`config.mk`:
```
export PLATFORM = sky130hd
export DESIGN_NAME = kor_unit
export DESIGN_NICKNAME = d
export VERILOG_FILES = /design/src/design/kor_pkg.sv /design/src/design/kor_unit.sv
export SDC_FILE = /design/constraint.sdc
export NUM_CORES = 2
export LEC_CHECK = 0
export ABC_CLOCK_PERIOD_IN_PS = 30300
export BUFFER_PORTS_ARGS = -buffer_cell sky130_fd_sc_hd__buf_4
export CORE_MARGIN = 3
export CORE_UTILIZATION = 45
export DETAILED_ROUTE_END_ITERATION = 10
export GPL_ROUTABILITY_DRIVEN = 0
export GPL_TIMING_DRIVEN = 0
export PLACE_DENSITY_LB_ADDON = 0.2
export SYNTH_ARGS = -nofsm -noshare
export SYNTH_HDL_FRONTEND = slang
export SYNTH_SLANG_ARGS = --single-unit
```
`constraint.sdc`:
```
create_clock -name clk -period 30.3 [get_ports clk]
set_input_delay 7.575 -clock clk [delete_from_list [all_inputs] [get_ports clk]]
set_output_delay 7.575 -clock clk [all_outputs]
set_load 0.03 [all_outputs]
```
`src/design/kor_pkg.sv`:
```
// shared constants, types and fixed-point helpers for the orbit integrator
package kor_pkg;

  // word format
  localparam int W      = 48;
  localparam int F      = 32;
  localparam int PW     = 2 * W;
  localparam int TW     = 47;
  localparam int HW     = 33;
  localparam int GW     = 47;
  localparam int CW     = 21;
  localparam int CFG_IW = 3;
  localparam int RW     = W + 4;
  localparam int DG     = 16;
  localparam int MSTEPS = W / DG;
  localparam int CNTW   = $clog2(W + 1);

  localparam logic signed [W-1:0] WMAX = {1'b0, {(W-1){1'b1}}};
  localparam logic signed [W-1:0] WMIN = {1'b1, {(W-1){1'b0}}};
  localparam logic [TW-1:0]       TMAX = {TW{1'b1}};
  localparam logic [PW-F-1:0]     HI_LIM = (PW-F)'(1) << (W - 1);

  // divide by six for magnitudes up to 2^47: ((m >> 1) * DIV3_MUL) >> DIV3_SH
  localparam int           DIV3_SH  = W + 1;
  localparam logic [W-1:0] DIV3_MUL = W'((64'd1 << DIV3_SH) / 64'd3 + 64'd1);

  // register reset values
  localparam logic [W-1:0]  RST_PX    = W'(64'd499504697);
  localparam logic [W-1:0]  RST_PY    = W'(64'd4197042043);
  localparam logic [W-1:0]  RST_VX    = W'(-64'sd27273042330);
  localparam logic [W-1:0]  RST_VY    = W'(64'd2602750181);
  localparam logic [HW-1:0] RST_STEP  = HW'(64'd42949673);
  localparam logic [TW-1:0] RST_START = '0;
  localparam logic [GW-1:0] RST_GRAV  = GW'(64'd169363015887);
  localparam logic [CW-1:0] RST_COUNT = CW'(2001);

  // configuration register indexes
  typedef enum logic [CFG_IW-1:0] {
    REG_INIT_PX, REG_INIT_PY, REG_INIT_VX, REG_INIT_VY,
    REG_STEP, REG_START_TIME, REG_GRAV, REG_COUNT
  } kor_reg_t;

  // shared unit operations
  typedef enum logic [1:0] {OP_MUL, OP_SQRT, OP_DIV} kor_op_t;

  typedef struct packed {
    logic    start;
    kor_op_t op;
  } kor_req_t;

  typedef struct packed {
    logic done;
    logic sat;
  } kor_rsp_t;

  // sequencer states
  typedef enum logic [3:0] {
    ST_IDLE, ST_SQX, ST_SQY, ST_SQRT, ST_DIV, ST_AX, ST_AY, ST_SLOPE,
    ST_UPX, ST_UPY, ST_UVX, ST_UVY, ST_FDIV, ST_FMUL, ST_OUT
  } kor_state_t;

  // saturating add on the signed word
  function automatic logic signed [W-1:0] sadd(logic signed [W-1:0] a,
                                               logic signed [W-1:0] b);
    logic signed [W:0] s;
    s = {a[W-1], a} + {b[W-1], b};
    if (s[W] != s[W-1]) return s[W] ? WMIN : WMAX;
    return s[W-1:0];
  endfunction

  // negation with the most negative word mapped to the largest
  function automatic logic signed [W-1:0] sneg(logic signed [W-1:0] a);
    return (a == WMIN) ? WMAX : -a;
  endfunction

  // magnitude of a signed word
  function automatic logic [W-1:0] umag(logic signed [W-1:0] a);
    return a[W-1] ? W'(-a) : W'(a);
  endfunction

  // scale an exact magnitude product, apply sign and saturate
  function automatic logic signed [W-1:0] smul_fin(logic [PW-1:0] p, logic neg);
    logic [PW-F-1:0] hi;
    hi = p[PW-1:F];
    if (hi >= HI_LIM) return neg ? WMIN : WMAX;
    return neg ? -$signed(hi[W-1:0]) : $signed(hi[W-1:0]);
  endfunction

endpackage

```
`src/design/kor_unit.sv`:
```
// shared arithmetic unit: digit-serial multiply, bit-serial sqrt and divide
module kor_unit (
  input  logic                  clk,
  input  logic                  rst_n,
  input  kor_pkg::kor_req_t     req,
  input  logic [kor_pkg::PW-1:0] opa,
  input  logic [kor_pkg::W-1:0]  opb,
  output kor_pkg::kor_rsp_t     rsp,
  output logic [kor_pkg::PW-1:0] res_r
);
  import kor_pkg::*;

  kor_op_t         op_r;
  logic            busy_r;
  logic            done_r;
  logic            sat_r;
  logic [CNTW-1:0] cnt_r;
  logic [PW-1:0]   a_r;
  logic [W-1:0]    b_r;
  logic [RW-1:0]   rem_r;

  logic [W+DG-1:0] mp;
  logic [RW-1:0]   sq_t;
  logic [RW-1:0]   sq_trial;
  logic [W:0]      dchk;
  logic [W:0]      dt;

  // one partial product, one sqrt trial, one divide trial
  always_comb begin
    mp       = a_r[W-1:0] * b_r[W-1:W-DG];
    sq_t     = {rem_r[RW-3:0], a_r[PW-1:PW-2]};
    sq_trial = RW'({res_r[W-1:0], 2'b01});
    dchk     = a_r[PW-1:PW-W-1];
    dt       = {rem_r[W-1:0], a_r[PW-1]};
  end

  assign rsp.done = done_r;
  assign rsp.sat  = sat_r;

  // operation sequencing
  always_ff @(posedge clk) begin
    if (!rst_n) begin
      busy_r <= 1'b0;
      done_r <= 1'b0;
    end else begin
      done_r <= 1'b0;
      if (req.start) begin
        op_r   <= req.op;
        busy_r <= 1'b1;
        a_r    <= opa;
        b_r    <= opb;
        rem_r  <= '0;
        res_r  <= '0;
        sat_r  <= 1'b0;
        cnt_r  <= (req.op == OP_MUL) ? CNTW'(MSTEPS) : CNTW'(W);
      end else if (busy_r) begin
        cnt_r <= cnt_r - 1'b1;
        if (cnt_r == CNTW'(1)) begin
          busy_r <= 1'b0;
          done_r <= 1'b1;
        end
        unique case (op_r)
          OP_MUL: begin
            res_r <= (res_r << DG) + PW'(mp);
            b_r   <= b_r << DG;
          end
          OP_SQRT: begin
            a_r <= a_r << 2;
            if (sq_t >= sq_trial) begin
              rem_r <= sq_t - sq_trial;
              res_r <= {res_r[PW-2:0], 1'b1};
            end else begin
              rem_r <= sq_t;
              res_r <= {res_r[PW-2:0], 1'b0};
            end
          end
          OP_DIV: begin
            if (cnt_r == CNTW'(W)) begin
              // quotient too large for the word
              if (dchk >= {1'b0, b_r}) begin
                sat_r  <= 1'b1;
                busy_r <= 1'b0;
                done_r <= 1'b1;
              end
              rem_r <= RW'(dchk[W-1:0]);
              a_r   <= a_r << (W + 1);
            end else begin
              a_r <= a_r << 1;
              if (dt >= {1'b0, b_r}) begin
                rem_r <= RW'(dt - {1'b0, b_r});
                res_r <= {res_r[PW-2:0], 1'b1};
              end else begin
                rem_r <= RW'(dt);
                res_r <= {res_r[PW-2:0], 1'b0};
              end
            end
          end
          default: begin
            busy_r <= 1'b0;
            done_r <= 1'b1;
          end
        endcase
      end
    end
  end

endmodule

```
# Word level (Yosys, flattened, before mapping)
# Cells that the tools add are included.
# classes
reduce_logical	17
n_eq_ne	5
add_sub_neg	4
muxes	34
mul	1
magnitude_cmp	3
bitwise_logic	2
# op_table
operator	n
$mux W96	5
$pmux W96 S3	1
$mux W50	4
$pmux W96 S2	1
$mux W48	3
$pmux W50 S2	1
$ge A49 B48 Y1	2
$add A96 B64 Y96	1
$mul A48 B16 Y64	1
$ge A52 B50 Y1	1
$sub A49 B48 Y50	1
$sub A50 B50 Y50	1
$mux W6	3
$mux W1	14
$reduce_bool A2 Y1	5
$eq A6 B1 Y1 const B	1
$eq A6 B6 Y1 const B	1
$reduce_and A3 Y1	2
$sub A6 B1 Y6 const B	1
$reduce_and A5 Y1	1
$logic_not A2 Y1	2
$pmux W1 S2	2
$reduce_and A2 Y1	2
$reduce_and A4 Y1	1
8 further kinds	9
# totals
elab_cells	75
inputBits	149
out_inout_bits	98
regBits	301

# Depth between registers and ports, before layout
# depth
ltp_word	7
mapped_depth	27
mapped_depth_nobuf	24

# Least setup slack after synthesis
# Ideal clock, no wire load.
# synth_path
path_kind	input -> register
start	in req[2] in the netlist's numbering
end	reg a_r[0], enable pin
setup_slack_ns	10.763
cell_stages	5
arrival_time_ns	18.661
path_buffers	3
setup_ns	0.876
required_ns	29.424
path_cell_list	clkbuf_1 inv_1 clkbuf_1 clkbuf_1 a21boi_0
# synth_between
elab_chain_cells	2
elab_cells_between_ends	3
classes_between	reduce/logical (3)
# synth_rtl
item	line_no	source
start: declaration	kor_unit.sv:5	input kor_pkg::kor_req_t req,
$reduce_bool A3 Y1 (no source line) or $reduce_bool A2 Y1 (tied branches)	--	
$reduce_and A3 Y1 (no source line) *	--	
end signal: assignment	kor_unit.sv:50	a_r <= opa;
end signal: assignment	kor_unit.sv:68	a_r <= a_r << 2;
end signal: assignment	kor_unit.sv:86	a_r <= a_r << (W + 1);
end: declaration	kor_unit.sv:18	logic [PW-1:0] a_r;
# Mark *: on every way between the ends. The rest lies on a longest branch, timed or not.
# A chain may end at the register's enable or synchronous reset.

# Final worst setup path
# layout_path
start	in req[2] in the netlist's numbering
end	reg res_r[28] in the netlist's numbering, data pin
# layout_lines
item	line_no	source
end signal: assignment	kor_unit.sv:64	res_r <= (res_r << DG) + PW'(mp);
end signal: assignment	kor_unit.sv:71	res_r <= {res_r[PW-2:0], 1'b1};
end signal: assignment	kor_unit.sv:74	res_r <= {res_r[PW-2:0], 1'b0};
end: declaration	kor_unit.sv:9	output logic [kor_pkg::PW-1:0] res_r
# No word-level cell between the ends.

==> flow_summary.ini <==
[sta]
fmax_mhz = 90.5
worst_pin_slew_ns = 1.27
setup_violations = 0
finClkSkew_ns = 0.0526
finalCritPeriodShare = 0.365
maxSlewViolCount = 0
fin_tns_setup_ns = 0
holdWs_ns = 0.558
min_period_ns = 11.05
grt_setup_unrepaired = no
relSlewSlack = 0.153
hold_viol = 0

[detailed_routing]
ant_nets = 0
viasPerCell = 5.93
num_vias = 44948
drt-pass1-iter-count = 6
wire_per_inst_um = 25.8
drt_iter0_drc = 5258
drc = 0
finalWirelength_mm = 196

[die]
ios = 247
start_util = 0.457
dieArea_um2 = 114000
rows = 120
coreArea_um2 = 108000
die_y_um = 337
fp.dieW_um = 337

[synthesis]
ys_ff_latch = 301
ys_seq_area_frac = 0.183
yosysTopAreaCell = fa_1
synth_cell_type_count = 97
synth_ff_type = edfxtp_1
ys_warn_count = 0
synth_top_area_share = 0.280
postSynthNetCount = 6992
yosys-top-cells-area = fa_1 (28%), edfxtp_1 (18%), inv_1 (7.8%)
async_flop_share = 0
avgSynthCellArea_um2 = 8.44
syn_area_um2 = 49300
syn_inst = 5847
synth-edff-count = 299

[finish]
layout_common_cells = inv_1 (1031), nand2_1 (973), fa_1 (691), o21ai_0 (364), clkbuf_1 (318)
design_area_um2 = 54600
drive_gt1_frac = 0.0678
nets = 7291
final_common_cell = inv_1
syn_to_final_growth_pct = 10.7

[worst_setup_path]
cpLargestDelayFamily = buffers and inverters
cp-start-kind = primary input
crit_top_cell = clkbuf_1
path_buf_inv = 5
cpPeakStageDelay_ns = 0.92
worst_path_max_delay_cell = clkbuf_1
crit_chain = clkbuf_1 > clkbuf_1 > clkbuf_1 > clkbuf_1 > buf_1 > nor2_1
end_kind = register
crit_type = primary input to register
arrival_ns = 11.39
worstPathRequired_ns = 30.64
cp_max_fo = 10

[job]
maxCapViolations = 0

[cts]
cts_tree = yes
cts_buffers = 41
cts_root_buf = clkbuf_16
clock-sinks = 301
ctsResizeCount = 0
cts_buffer_depth = 3
clock_latency_ns = 0.65
path_clk_slew_ns = 0.05
post_cts_buffers = 0
h-tree-depth = 2
hold_buffers = 0

[global_route]
track_usage = 0.345
grt_pass1_wl_mm = 288
grt_max_degree = 34
grt_pass1_vias = 44695
grt_overflow = 0
antenna_found_initial = 22

[placement]
port_buffers = 245
place_hpwl_mm = 160
placed_area_um2 = 53200

[hold_path]
hold_path.class = register to register

[status]
outcome = finished, final reports clean
flip-flops by register name, indices dropped and copies added (netlist names):
| register | count |
|---|---|
| op_r | 2 |
| res_r | 96 |
| busy_r | 1 |
| b_r | 48 |
| cnt_r | 6 |
| rem_r | 50 |
| done_r | 1 |
| sat_r | 1 |
| a_r | 96 |
worst reg2reg max path: cells and delay by family, from the launching register on:
| kind | cells | cell delay (ns) |
|---|---|---|
| compound gates | 9 | 2.98 |
| flops | 1 | 0.37 |
| fa+ha+maj | 7 | 3.40 |
| simple gates | 1 | 0.27 |
| buf+inv | 5 | 1.90 |
| xor+xnor | 1 | 0.21 |
routing by layer:
metal,wire length [um],up-vias,GRT usage,part of all wire
met2,80400,2960,0.497,0.41
li1,-,19532,-,-
met3,29000,502,0.132,0.15
met1,73700,21954,0.447,0.38
met5,0,-,0,0
met4,12900,0,0.184,0.066
path summary, 6_finish.rpt:
| check | start | endpoint | slack [ns] | cells after the start |
|---|---|---|---|---|
| min reg2reg | res_r[82]$_SDFFCE_PP0P_ | res_r[83]$_SDFFCE_PP0P_ | 0.56 | 2 |
| max reg2reg | b_r[47]$_DFFE_PP_ | res_r[60]$_SDFFCE_PP0P_ | 20.86 | 23 |
| max | req[2] | res_r[28]$_SDFFCE_PP0P_ | 19.25 | 6 |
| min | res_r[82]$_SDFFCE_PP0P_ | res_r[83]$_SDFFCE_PP0P_ | 0.56 | 2 |
cells by family (layout without fill, tap and decap cells):
group           Yosys count  after routing  share of synthesized area
mux                      27             27                    0.00573
buf+inv                1392           1721                      0.108
compound gates         1111           1111                      0.143
simple gates           1860           1860                      0.174
xor+xnor                160            160                     0.0284
fa+ha+maj               996            996                      0.358
other cells               0              5                          0
flops                   301            301                      0.183
metrics by stage:
step           cells  worst slack, ns   util
2_1_floorplan   5847            10.76      -
3_3_place_gp    7495             3.63  0.490
6_report        7584            19.25  0.506
5_1_grt         7579            19.16  0.506
4_1_cts         7579            19.25  0.506
3_5_place_dp    7506            18.59  0.493
cell usage after synthesis, drive strengths merged (7+ instances only):
cell / number
xnor2: 106
a21o: 112
nor3: 51
nor2: 216
nor4: 24
ha: 305
a221oi: 10
nand4: 67
xor2: 54
buf: 43
nand2b: 11
mux2: 10
a31oi: 82
edfxtp: 299
mux2i: 17
o21bai: 36
nand2: 973
a2111oi: 16
or3: 8
and4: 10
nor3b: 14
a211oi: 52
o22ai: 18
clkbuf: 317
o21a: 21
nor2b: 66
and3: 32
inv: 1032
a21oi: 220
nand3: 97
o31ai: 15
o21ai: 379
o211ai: 25
and2: 274
a21boi: 9
a22oi: 39
fa: 691
or2: 7
area by class of cell:
| class | instances | area, um^2 |
|---|---|---|
| Multi-Input combinational cell | 4154 | 35000 |
| Clock buffer | 47 | 1050 |
| Timing Repair Buffer | 256 | 2100 |
| Buffer | 360 | 1470 |
| Tap cell | 1403 | 1760 |
| Sequential cell | 301 | 9020 |
| Clock inverter | 26 | 323 |
| Inverter | 1032 | 3870 |
| Fill cell | 10343 | 53400 |
| Antenna cell | 5 | 12.5 |
Power is not shown: default switching activity piles up to over one toggle a cycle in this logic, so the estimate is an artifact.
